**src/rtl/brfr_pkg.sv**
```systemverilog
// Shared types, codes and constants for the buffer feedback rate reporter.
package brfr_pkg;

	localparam int unsigned COUNT_W    = 11;
	localparam int unsigned PCT_W      = 7;
	localparam int unsigned LEVEL_W    = 2;
	localparam int unsigned SEQ_W      = 32;
	localparam int unsigned IDENT_W    = 32;
	localparam int unsigned PORT_W     = 16;
	localparam int unsigned CHAN_W     = 16;
	localparam int unsigned TICKS_W    = 3;
	localparam int unsigned FAIL_W     = 2;
	localparam int unsigned CFG_IDX_W  = 3;
	localparam int unsigned CFG_DATA_W = 32;

	localparam int unsigned RING_DEPTH_DEF = 1024;
	localparam int unsigned PCT_MAX        = 100;

	localparam logic [TICKS_W-1:0] SINCE_MAX     = 3'd7;
	localparam logic [FAIL_W-1:0]  FAIL_LIMIT    = 2'd3;
	localparam logic [TICKS_W-1:0] INTERVAL_FAST = 3'd1;
	localparam logic [TICKS_W-1:0] INTERVAL_MOD  = 3'd2;
	localparam logic [TICKS_W-1:0] INTERVAL_SLOW = 3'd3;

	localparam logic [PCT_W-1:0]   MAJOR_RST    = 7'd75;
	localparam logic [PCT_W-1:0]   MODERATE_RST = 7'd50;
	localparam logic [PCT_W-1:0]   INCREASE_RST = 7'd25;
	localparam logic [TICKS_W-1:0] PAUSE_RST    = 3'd1;
	localparam logic [SEQ_W-1:0]   SEQ_RST      = 32'd1;

	typedef enum logic [LEVEL_W-1:0] {
		LVL_NORMAL   = 2'd0,
		LVL_INCREASE = 2'd1,
		LVL_MODERATE = 2'd2,
		LVL_MAJOR    = 2'd3
	} level_t;

	typedef enum logic [CFG_IDX_W-1:0] {
		CFG_REPORT_ENABLE = 3'd0,
		CFG_MAJOR_TH      = 3'd1,
		CFG_MODERATE_TH   = 3'd2,
		CFG_INCREASE_TH   = 3'd3,
		CFG_PAUSE_TICKS   = 3'd4,
		CFG_SERVER_IP     = 3'd5,
		CFG_SERVER_PORT   = 3'd6,
		CFG_CHANNEL       = 3'd7
	} cfg_reg_t;

	typedef struct packed {
		logic [COUNT_W-1:0] buffer_count;
		logic               link_ok;
	} tick_t;

	typedef struct packed {
		logic [IDENT_W-1:0] client_ident;
		logic [CHAN_W-1:0]  channel_out;
		logic [LEVEL_W-1:0] level_code;
		logic [PCT_W-1:0]   usage_percent;
		logic [SEQ_W-1:0]   sequence_number;
		logic               send_succeeded;
	} report_t;

	typedef struct packed {
		logic    produce;
		report_t result;
	} decision_t;

endpackage

```
**src/rtl/brfr_usage.sv**
```systemverilog
// Ring occupancy to whole usage percent by exact reciprocal multiplication.
module brfr_usage import brfr_pkg::*; #(
	parameter int unsigned RING_DEPTH = RING_DEPTH_DEF
) (
	input  logic [COUNT_W-1:0] buffer_count,
	output logic [PCT_W-1:0]   usage
);

	localparam int unsigned    XW    = COUNT_W + PCT_W;
	localparam int unsigned    LG    = $clog2(RING_DEPTH);
	localparam int unsigned    SH    = XW + LG;
	localparam longint unsigned RECIP =
		((64'd1 << SH) + 64'(RING_DEPTH) - 64'd1) / 64'(RING_DEPTH);
	localparam longint unsigned SCALE = RECIP * 64'(PCT_MAX);
	localparam int unsigned    SW    = $clog2(SCALE + 64'd1);
	localparam int unsigned    PW    = COUNT_W + SW;

	logic [PW-1:0] prod;
	logic [PW-1:0] quot;
	logic          full;

	always_comb begin
		prod = PW'(buffer_count) * PW'(SCALE);
		quot = prod >> SH;
		full = 32'(buffer_count) >= 32'(RING_DEPTH);
		usage = full ? PCT_W'(PCT_MAX) : quot[PCT_W-1:0];
	end

endmodule

```
**src/rtl/brfr_ctrl.sv**
```systemverilog
// Configuration registers, report scheduling state and per-tick decision.
module brfr_ctrl import brfr_pkg::*; (
	input  logic                  clk,
	input  logic                  arst_n,
	input  logic                  cfg_write,
	input  logic [CFG_IDX_W-1:0]  cfg_index,
	input  logic [CFG_DATA_W-1:0] cfg_data,
	input  logic                  step,
	input  logic [PCT_W-1:0]      usage,
	input  logic                  link_ok,
	output decision_t             decision
);

	logic                 report_enable_q;
	logic [PCT_W-1:0]     major_th_q;
	logic [PCT_W-1:0]     moderate_th_q;
	logic [PCT_W-1:0]     increase_th_q;
	logic [TICKS_W-1:0]   pause_ticks_q;
	logic [IDENT_W-1:0]   server_ip_q;
	logic [PORT_W-1:0]    server_port_q;
	logic [CHAN_W-1:0]    channel_q;

	logic [SEQ_W-1:0]     next_seq_q;
	level_t               reported_level_q;
	logic [TICKS_W-1:0]   since_q;
	logic [FAIL_W-1:0]    fail_q;
	logic [TICKS_W-1:0]   pause_q;

	logic [TICKS_W-1:0]   since_inc;
	level_t               level;
	logic [TICKS_W-1:0]   interval;
	logic                 paused;
	logic [FAIL_W-1:0]    fail_inc;

	always_comb begin
		since_inc = (since_q < SINCE_MAX) ? since_q + TICKS_W'(1) : since_q;
		paused = pause_q != '0;
		fail_inc = fail_q + FAIL_W'(1);

		priority if (usage > major_th_q) begin
			level = LVL_MAJOR;
		end else if (usage > moderate_th_q) begin
			level = LVL_MODERATE;
		end else if (usage < increase_th_q) begin
			level = LVL_INCREASE;
		end else begin
			level = LVL_NORMAL;
		end

		priority if (level != reported_level_q || level == LVL_MAJOR) begin
			interval = INTERVAL_FAST;
		end else if (level == LVL_MODERATE) begin
			interval = INTERVAL_MOD;
		end else begin
			interval = INTERVAL_SLOW;
		end

		decision.produce = !paused && report_enable_q && (since_inc >= interval);
		decision.result.client_ident    = server_ip_q ^ IDENT_W'(server_port_q);
		decision.result.channel_out     = channel_q;
		decision.result.level_code      = level;
		decision.result.usage_percent   = usage;
		decision.result.sequence_number = next_seq_q;
		decision.result.send_succeeded  = link_ok;
	end

	always_ff @(posedge clk or negedge arst_n) begin
		if (!arst_n) begin
			report_enable_q <= 1'b1;
			major_th_q      <= MAJOR_RST;
			moderate_th_q   <= MODERATE_RST;
			increase_th_q   <= INCREASE_RST;
			pause_ticks_q   <= PAUSE_RST;
			server_ip_q     <= '0;
			server_port_q   <= '0;
			channel_q       <= '0;
		end else if (cfg_write) begin
			unique case (cfg_reg_t'(cfg_index))
				CFG_REPORT_ENABLE: report_enable_q <= cfg_data[0];
				CFG_MAJOR_TH:      major_th_q      <= cfg_data[PCT_W-1:0];
				CFG_MODERATE_TH:   moderate_th_q   <= cfg_data[PCT_W-1:0];
				CFG_INCREASE_TH:   increase_th_q   <= cfg_data[PCT_W-1:0];
				CFG_PAUSE_TICKS:   pause_ticks_q   <= cfg_data[TICKS_W-1:0];
				CFG_SERVER_IP:     server_ip_q     <= cfg_data[IDENT_W-1:0];
				CFG_SERVER_PORT:   server_port_q   <= cfg_data[PORT_W-1:0];
				CFG_CHANNEL:       channel_q       <= cfg_data[CHAN_W-1:0];
			endcase
		end
	end

	always_ff @(posedge clk or negedge arst_n) begin
		if (!arst_n) begin
			next_seq_q       <= SEQ_RST;
			reported_level_q <= LVL_NORMAL;
			since_q          <= SINCE_MAX;
			fail_q           <= '0;
			pause_q          <= '0;
		end else if (step) begin
			since_q <= since_inc;
			if (paused) begin
				pause_q <= pause_q - TICKS_W'(1);
			end else if (decision.produce) begin
				next_seq_q <= next_seq_q + SEQ_W'(1);
				if (link_ok) begin
					since_q          <= '0;
					reported_level_q <= level;
				end else if (fail_inc >= FAIL_LIMIT) begin
					fail_q  <= '0;
					pause_q <= pause_ticks_q;
				end else begin
					fail_q <= fail_inc;
				end
			end
		end
	end

	// the pause counter only loads on a failed attempt, which needs a live report
	assert property (@(posedge clk) disable iff (!arst_n)
		(step && paused) |-> !decision.produce)
		else $error("report decided during pause");
	assert property (@(posedge clk) disable iff (!arst_n)
		(step && decision.produce) |=> next_seq_q == $past(next_seq_q) + SEQ_W'(1))
		else $error("sequence did not advance on report");
	assert property (@(posedge clk) disable iff (!arst_n)
		fail_q != FAIL_LIMIT)
		else $error("failure count passed its limit");

endmodule

```
**src/rtl/buffer_feedback_rate_reporter.sv**
```systemverilog
// Top level of the buffer feedback rate reporter: request and report registers.
// Each tick request carries the ring occupancy and link status; the block turns
// the occupancy into a whole percent at the input register, classifies it
// against the three thresholds and decides in the next cycle whether a report
// is due, producing zero or one report per tick. A request passes through the
// input register and then the report register, and a new request is taken every
// cycle while the report register drains; the loop through the scheduling state
// sets that rate. Configuration writes are always accepted and are registered.
module buffer_feedback_rate_reporter import brfr_pkg::*; #(
	parameter int unsigned RING_DEPTH = RING_DEPTH_DEF
) (
	input  logic                  clk,
	input  logic                  arst_n,
	input  logic                  tick_valid,
	output logic                  tick_ready,
	input  tick_t                 tick,
	output logic                  report_valid,
	input  logic                  report_ready,
	output report_t               report,
	input  logic                  cfg_valid,
	output logic                  cfg_ready,
	input  logic [CFG_IDX_W-1:0]  cfg_index,
	input  logic [CFG_DATA_W-1:0] cfg_data
);

	logic             tick_valid_s1;
	logic [PCT_W-1:0] usage_s1;
	logic             link_s1;
	logic             report_valid_q;
	report_t          report_q;

	logic [PCT_W-1:0] usage_in;
	decision_t        decision;
	logic             slot_free;
	logic             advance;

	brfr_usage #(
		.RING_DEPTH(RING_DEPTH)
	) u_usage (
		.buffer_count(tick.buffer_count),
		.usage       (usage_in)
	);

	brfr_ctrl u_ctrl (
		.clk      (clk),
		.arst_n   (arst_n),
		.cfg_write(cfg_valid && cfg_ready),
		.cfg_index(cfg_index),
		.cfg_data (cfg_data),
		.step     (advance),
		.usage    (usage_s1),
		.link_ok  (link_s1),
		.decision (decision)
	);

	assign cfg_ready    = 1'b1;
	assign slot_free    = !report_valid_q || report_ready;
	assign advance      = tick_valid_s1 && (!decision.produce || slot_free);
	assign tick_ready   = !tick_valid_s1 || advance;
	assign report_valid = report_valid_q;
	assign report       = report_q;

	always_ff @(posedge clk or negedge arst_n) begin
		if (!arst_n) begin
			tick_valid_s1 <= 1'b0;
		end else if (tick_ready) begin
			tick_valid_s1 <= tick_valid;
		end
	end

	always_ff @(posedge clk) begin
		if (tick_valid && tick_ready) begin
			usage_s1 <= usage_in;
			link_s1  <= tick.link_ok;
		end
	end

	always_ff @(posedge clk or negedge arst_n) begin
		if (!arst_n) begin
			report_valid_q <= 1'b0;
		end else if (advance && decision.produce) begin
			report_valid_q <= 1'b1;
		end else if (report_ready) begin
			report_valid_q <= 1'b0;
		end
	end

	always_ff @(posedge clk) begin
		if (advance && decision.produce) begin
			report_q <= decision.result;
		end
	end

	assert property (@(posedge clk) disable iff (!arst_n)
		tick_valid_s1 |-> usage_s1 <= PCT_W'(PCT_MAX))
		else $error("usage above full scale");
	assert property (@(posedge clk) disable iff (!arst_n)
		(advance && decision.produce) |=> report_valid_q)
		else $error("decided report not presented");
	assert property (@(posedge clk) disable iff (!arst_n)
		(report_valid_q && !report_ready) |=> $stable(report_q) || !advance)
		else $error("stalled report overwritten");

endmodule
```
**config.mk**
```make
export PLATFORM = sky130hd
export DESIGN_NAME = buffer_feedback_rate_reporter
export DESIGN_NICKNAME = d
export VERILOG_FILES = /design/src/rtl/brfr_pkg.sv /design/src/rtl/brfr_usage.sv /design/src/rtl/brfr_ctrl.sv /design/src/rtl/buffer_feedback_rate_reporter.sv
export SDC_FILE = /design/constraint.sdc
export NUM_CORES = 1
export LEC_CHECK = 0
export ABC_AREA = 1
export BUFFER_PORTS_ARGS = -buffer_cell sky130_fd_sc_hd__buf_2
export CELL_PAD_IN_SITES_DETAIL_PLACEMENT = 1
export CELL_PAD_IN_SITES_GLOBAL_PLACEMENT = 2
export CORE_MARGIN = 5
export CORE_UTILIZATION = 40
export CTS_CLUSTER_DIAMETER = 40
export CTS_CLUSTER_SIZE = 16
export DETAILED_ROUTE_END_ITERATION = 8
export PLACE_DENSITY = 0.9
export REMOVE_ABC_BUFFERS = 1
export SYNTH_ARGS = -nofsm -noshare
export SYNTH_HDL_FRONTEND = slang
export SYNTH_SLANG_ARGS = --single-unit
export TNS_END_PERCENT = 10
```
**constraint.sdc**
```tcl
create_clock -name clk -period 4.5 [get_ports clk]
set_clock_uncertainty 0.05 [all_clocks]
set_input_delay 0 -clock clk [delete_from_list [all_inputs] [get_ports clk]]
set_output_delay 0 -clock clk [all_outputs]
set_load 0.02 [all_outputs]
```
* After elaboration in Yosys (flattened, before gate mapping)
Index checks and enable logic that the tools add are counted.
Word-level totals: bits of input ports 52, word-level logic and storage cells 95, flip-flop bits (word level) 231
Operators by class: $lt $le $gt $ge 7, bitwise logic cells 3, mux-type cells 16, $mul 1, add/sub/neg operators 4, equal/unequal tests 11, reduce and logical (&&, ||, !) cells 30
Operators by type and width (count):
- adder 32 x 1 -> 32 bit (second input constant) | 1
- bitwise XOR 32 x 16 -> 32 bit | 1
- two-way mux 3 bit | 9
- AND reduction 2 bit | 8
- multiplier 11 x 5 -> 15 bit (second input constant) | 1
- > comparator 7 bit | 2
- equality test 3 bit (second input constant) | 4
- AND reduction 4 bit | 3
- greater-or-equal comparator 11 bit (second input constant) | 1
- < comparator 7 bit | 1
- equality test 3 x 2 -> 1 bit (second input constant) | 2
- two-way mux 2 bit | 3
- nonzero test 2 bit | 3
- logical AND 1 bit | 5
- equality test 2 bit (second input constant) | 2
- zero test 1 bit | 4
- logical OR 1 bit | 4
- two-way mux 1 bit | 4
- adder 3 x 1 -> 3 bit (second input constant) | 1
- equality test 3 x 1 -> 1 bit (second input constant) | 1
- greater-or-equal comparator 3 bit | 1
- zero test 3 bit | 1
- < comparator 3 bit (second input constant) | 1
- AND reduction 3 bit | 1
- 7 further kinds | 8

* Logic depth before layout (Yosys ltp)
word-level depth 14, depth in mapped cells 22

* Cells and area by module
A second synthesis with hierarchy kept.
Unflattened totals: cells, all modules 1133, area, all modules 11136.9 um2
By module, submodules not included:
- brfr_ctrl | times used 1, area each 6941.7 um2, cells an instance 859
- buffer_feedback_rate_reporter | times used 1, area each 3064.2 um2, cells an instance 115
- brfr_usage | times used 1, area each 1131.1 um2, cells an instance 159

* Worst setup path after synthesis
OpenSTA, ideal clock, no wires.
path kind register to register, from reg u_ctrl.moderate_th_q[5], to reg report_q, in the netlist report[0], enable pin, arrival time 2.661 ns, stages on the path, launching flop included 20, buffers on the path 1, path slack 1.411 ns, required time 4.073 ns, cell sequence dfstp_2 > inv_1 > ha_1 > nand2_1 > nor2_1 > nand2_1 > nand2_1 > nand2_1 > nand2_1 > nand2_1 > nand2_1 > nand2_1 > ha_1 > inv_1 > nand2_1 > a21oi_1 > nand2_2 > nand4_4 > inv_4 > buf_6
On the way: word-level cells in the longest chain between the ends 12, elaborated cells on any way between the ends 15
RTL lines:
- from (decl) | RTL line brfr_ctrl.sv:16 | logic [PCT_W-1:0] moderate_th_q;
- from (signal assigned) | RTL line brfr_ctrl.sv:81 | CFG_MODERATE_TH: moderate_th_q <= cfg_data[PCT_W-1:0];
- > comparator 7 bit (*) | RTL line brfr_ctrl.sv:42 | end else if (usage > moderate_th_q) begin
- two-way mux 2 bit (*) | RTL line brfr_ctrl.sv:42
- two-way mux 2 bit (*) | RTL line brfr_ctrl.sv:40 | priority if (usage > major_th_q) begin
- equality test 2 bit (tied with other cells) | RTL line brfr_ctrl.sv:52 | end else if (level == LVL_MODERATE) begin
- two-way mux 1 bit or logical OR 1 bit (tied branches) | RTL line brfr_ctrl.sv:52, brfr_ctrl.sv:50
- two-way mux 3 bit (*) | RTL line brfr_ctrl.sv:50 | priority if (level != reported_level_q || level == LVL_MAJOR) begin
- greater-or-equal comparator 3 bit (*) | RTL line brfr_ctrl.sv:58 | decision.produce = !paused && report_enable_q && (since_inc >= interval);
- logical AND 1 bit (*) | RTL line brfr_ctrl.sv:58
- zero test 1 bit | RTL line buffer_feedback_rate_reporter.sv:58 | assign advance = tick_valid_s1 && (!decision.produce || slot_free);
- logical OR 1 bit | RTL line buffer_feedback_rate_reporter.sv:58
- logical AND 1 bit | RTL line buffer_feedback_rate_reporter.sv:58
- logical AND 1 bit (*) | RTL line buffer_feedback_rate_reporter.sv:89 | if (advance && decision.produce) begin
- to (signal assigned) | RTL line buffer_feedback_rate_reporter.sv:90 | report_q <= decision.result;
- to (decl) | RTL line buffer_feedback_rate_reporter.sv:30 | report_t report_q;
Mark *: on every way between the ends. The rest lies on a longest branch, timed or not. A chain may end at the register's enable or synchronous reset.

* Worst setup path after layout
from reg u_ctrl.moderate_th_q[4], to reg tick_valid_s1
On the way: word-level cells in the longest chain between the ends 12, elaborated cells on any way between the ends 15
RTL lines:
- > comparator 7 bit (*) | RTL line brfr_ctrl.sv:42
- two-way mux 2 bit (*) | RTL line brfr_ctrl.sv:42
- two-way mux 2 bit (*) | RTL line brfr_ctrl.sv:40
- equality test 2 bit (tied with other cells) | RTL line brfr_ctrl.sv:52
- two-way mux 1 bit or logical OR 1 bit (tied branches) | RTL line brfr_ctrl.sv:52, brfr_ctrl.sv:50
- two-way mux 3 bit (*) | RTL line brfr_ctrl.sv:50
- greater-or-equal comparator 3 bit (*) | RTL line brfr_ctrl.sv:58
- logical AND 1 bit (*) | RTL line brfr_ctrl.sv:58
- zero test 1 bit (*) | RTL line buffer_feedback_rate_reporter.sv:58
- logical OR 1 bit (*) | RTL line buffer_feedback_rate_reporter.sv:58
- logical AND 1 bit (*) | RTL line buffer_feedback_rate_reporter.sv:58
- logical OR 1 bit (*) | RTL line buffer_feedback_rate_reporter.sv:59 | assign tick_ready = !tick_valid_s1 || advance;
- to (signal assigned) | RTL line buffer_feedback_rate_reporter.sv:67 | tick_valid_s1 <= tick_valid;
- to (decl) | RTL line buffer_feedback_rate_reporter.sv:26 | logic tick_valid_s1;
Marked as above.

==> out/results.ini <==
[routing]
dr.pass1.iters=4
avgRoutedWirePerCell_um=16.8
drtAntennaViolNets=0
vias=8088
remaining_drc_errors=0
drt_iter0_markers=411
routed_wl_mm=27.7
vias_per_cell=4.89

[critical_path]
crit_slowest_cell=dlygate4sd3_1
critPathMaxStageDelay_ns=0.56
worstPathCellList=inv_1, ha_1, nand2_1, nor2_1, nand2_1, nand2_1, nand2_1, nand2_1, nand2_1, nand2_1, nand2_1, ha_1, inv_1, nand2_1, a21oi_1, nand2_2, and2_1, nand3_1, nand2_1, dlygate4sd3_1, nand2_1, dlygate4sd3_1
crit_type=flop to flop
required_ns=4.88
crit_fanout=5
endpoint_kind=flop
crit_arrival_ns=4.30
timing.critical_path.buf_inv=4
cpMostUsedCell=nand2_1
critPathLaunchType=flop
critical-path-top-delay-family=simple AND/OR/NAND/NOR gates

[power]
clockPowerShare_pct=38.3
peakVddDrop_mv=0.243
power.leakage_nw=6.34
power_frac_comb_pct=21.5
p_sw_mw=2.27
internal_power_mw=5.10
p_per_area_nw_per_um2=542
power.share.switching_pct=30.8
pwr-share-seq_pct=40.1

[grt]
first_global_vias=8997
track_usage_pct=18.4
antenna_found_initial=1
grt_max_degree=88
overflow=0
grt_pass1_wl_mm=45.5

[clock_network]
clock_path_buffers=3
post_cts_buffers=0
cts.clk_slew.worst_paths_ns=0.05
insertion_delay_ns=0.50
cts_tree=yes
htreeDepth=2
cts_sinks=231
cts_resized=0
cts_root_buf=clkbuf_16
cts_made_buffers=35

[sta]
relSlewSlack_pct=31.6
drv_slew=0
min_period_over_period_pct=87.1
timing.fmax_mhz=255
hold_viol=0
final-setup-viol-count=0
tns_ns=0
rsz0062_at_grt=no
min_period_ns=3.92
worstMarginPinSlew_ns=1.02

[synth]
yosys.area_share.simple_pct=17.0
synth_top_family_by_area=simple AND/OR/NAND/NOR gates
synthCells=1070
synth.yosys.warnings=0
yosysUniqueCellTypes=36
synthAdderAreaFrac_pct=8.39
synth_compound_area_share_pct=6.08
syn_area_um2=10700
seq_area_frac_synth_pct=58.6
muxShareOfSynthArea_pct=1.68
syn_area_per_cell_um2=10.0
synthXorXnorAreaFrac_pct=2.61
ys_ff_latch=231

[floorplanning]
coreArea_um2=26700
die_w_um=174
initial_core_util_pct=40.2
die_h_um=174
io-pin-count=145
rows=60
dieArea_um2=30200

[place]
portBuffers=143
routabilityCongestion=0.782
dpl.hpwl_mm=18.9

[run]
maxCapViolCount=0

[cells_and_area]
finish.net_count=1407
drive_above_1_share_pct=19.1
syn_to_final_growth_pct=26.7
fillers=3006
post-route-util_pct=50.9

[min_path]
min_path_type=input port to asynchronous set/reset pin

[outcome]
outcome=completed

## sequential cells by signal, indices dropped and copies added, names as in the netlist
signal,cells
report_valid,1
report,90
u_ctrl.reported_level_q,2
link_s1,1
u_ctrl.pause_q,3
usage_s1,7
u_ctrl.since_q,3
u_ctrl.major_th_q,7
u_ctrl.fail_q,2
u_ctrl.report_enable_q,1
u_ctrl.increase_th_q,7
u_ctrl.moderate_th_q,7
u_ctrl.server_port_q,16
u_ctrl.server_ip_q,32
u_ctrl.pause_ticks_q,3
u_ctrl.channel_q,16
tick_valid_s1,1
u_ctrl.next_seq_q,32
## cell families after synthesis
logic type	after synthesis
AO/OA/AOI/OAI	127
XOR/XNOR	32
adder cells (fa/ha/maj)	69
buffers and inverters	150
flip-flops	231
multiplexers	16
other	1
AND/OR/NAND/NOR	444
## metrics by stage
stage	cell area (um2)	std cells	power, mW	setup slack, ns	hold WS [ns]
final	13600	1654	7.37	0.582	0.111
after global routing	13600	1654	7.80	0.310	0.177
after CTS	13600	1653	7.46	0.567	0.148
after detailed placement	11800	1538	4.53	1.07	0.0958
after global placement	11800	1538	4.44	1.18	0.0953
after floorplan	10600	1049	3.97	0.961	-0.346
## timing repair
action / in CTS / in global routing
hold buffers: 52 / 0
endpoints found under the hold margin: 177 / 0
endpoints found under the setup margin: 0 / 0
## area by class of cell
cell class | count | area [um2] | share of cell area, %
inverters | 129 | 487 | 3.58
clock buffers | 42 | 986 | 7.25
clock inverters | 21 | 250 | 1.84
well taps | 341 | 427 | 3.14
diodes | 1 | 2.50 | 0.0184
repair buffers | 200 | 1310 | 9.60
multi-input cells | 689 | 3850 | 28.3
flip-flops and latches | 231 | 6290 | 46.3
## cell usage in the layout (no fill, tap or decap), types with 34 or more instances in the layout
cell and count:
a21oi_1 34, clkbuf_16 38, ha_1 64, nand2_1 296, o21ai_0 74, dfrtp_1 117
edfxtp_1 98, buf_2 142, dlygate4sd3_1 52, inv_1 128, nor2_1 87
## worst paths after layout
kind                                                      from                               end  depth (start not counted)  slack [ns]
setup / recovery           u_ctrl.moderate_th_q[4]$_DFFE_PN1P_         tick_valid_s1$_DFFE_PN0P_                         22        0.58
hold / removal                                          arst_n  u_ctrl.next_seq_q[1]$_DFFE_PN0P_                          2        0.11
setup reg to reg           u_ctrl.moderate_th_q[4]$_DFFE_PN1P_         tick_valid_s1$_DFFE_PN0P_                         22        0.58
hold reg to reg             u_ctrl.server_ip_q[17]$_DFFE_PN0P_              report[75]$_DFFE_PP_                          0        0.39
max in group asynchronous                               arst_n  u_ctrl.channel_q[15]$_DFFE_PN0P_                          3        3.13
min in group clk                                       tick[1]         usage_s1[5]$_SDFFCE_PP1P_                          5        0.17
## power by group through the flow
stage               clock network (mW)  registers, mW  logic [mW]
finish                            2.83           2.96        1.59
global route                      3.00           3.01        1.80
CTS                               2.88           2.96        1.62
detailed placement                   0           2.99        1.54
global placement                     0           2.96        1.47
floorplan                            0           3.10       0.869
## worst reg2reg max path, stage by stage (launching register included)
cell and delay, ns:
dfstp_2 0.52, inv_1 0.04, ha_1 0.29, nand2_1 0.07, nor2_1 0.17, nand2_1 0.08
nand2_1 0.06, nand2_1 0.12, nand2_1 0.12, nand2_1 0.05, nand2_1 0.07, nand2_1 0.06
ha_1 0.27, inv_1 0.05, nand2_1 0.05, a21oi_1 0.15, nand2_2 0.11, and2_1 0.18
nand3_1 0.11, nand2_1 0.07, dlygate4sd3_1 0.56, nand2_1 0.06, dlygate4sd3_1 0.54
## cell usage after synthesis
master	n	share of area (%)
a21boi_0	1	0.070
a21oi_1	34	1.6
nand4_4	1	0.20
o21ai_1	10	0.47
dfrtp_1	117	27
o21ai_0	74	3.4
fa_1	5	0.93
edfxtp_1	98	27
nor3_1	6	0.28
nand3b_1	16	1.1
nor2_4	1	0.10
clkbuf_1	9	0.31
dfstp_2	16	3.9
buf_2	8	0.37
xnor2_1	11	0.90
ha_1	64	7.5
mux2_2	16	1.7
nor2_1	87	3.0
nand2_1	297	10
nor3_2	1	0.093
or2_4	1	0.082
conb_1	1	0.035
xor2_1	21	1.7
nor2_2	2	0.12
inv_1	128	4.5
o21bai_1	3	0.21
nand3_1	24	1.1
inv_4	1	0.058
nand4_1	5	0.29
buf_6	3	0.31
a21o_1	1	0.070
nand2_2	1	0.058
buf_4	1	0.070
or2_2	1	0.058
a31oi_1	4	0.23
and2_1	1	0.058
## per-layer routing
layer  wire, um  up-vias  GRT usage [%]
li1           -     3922              -
met1      11000     3956           21.1
met2      14900      152           34.5
met3        975       58           3.10
met4        877        0           6.24
met5          0        -              0
Power figures use the tool's default switching activity.
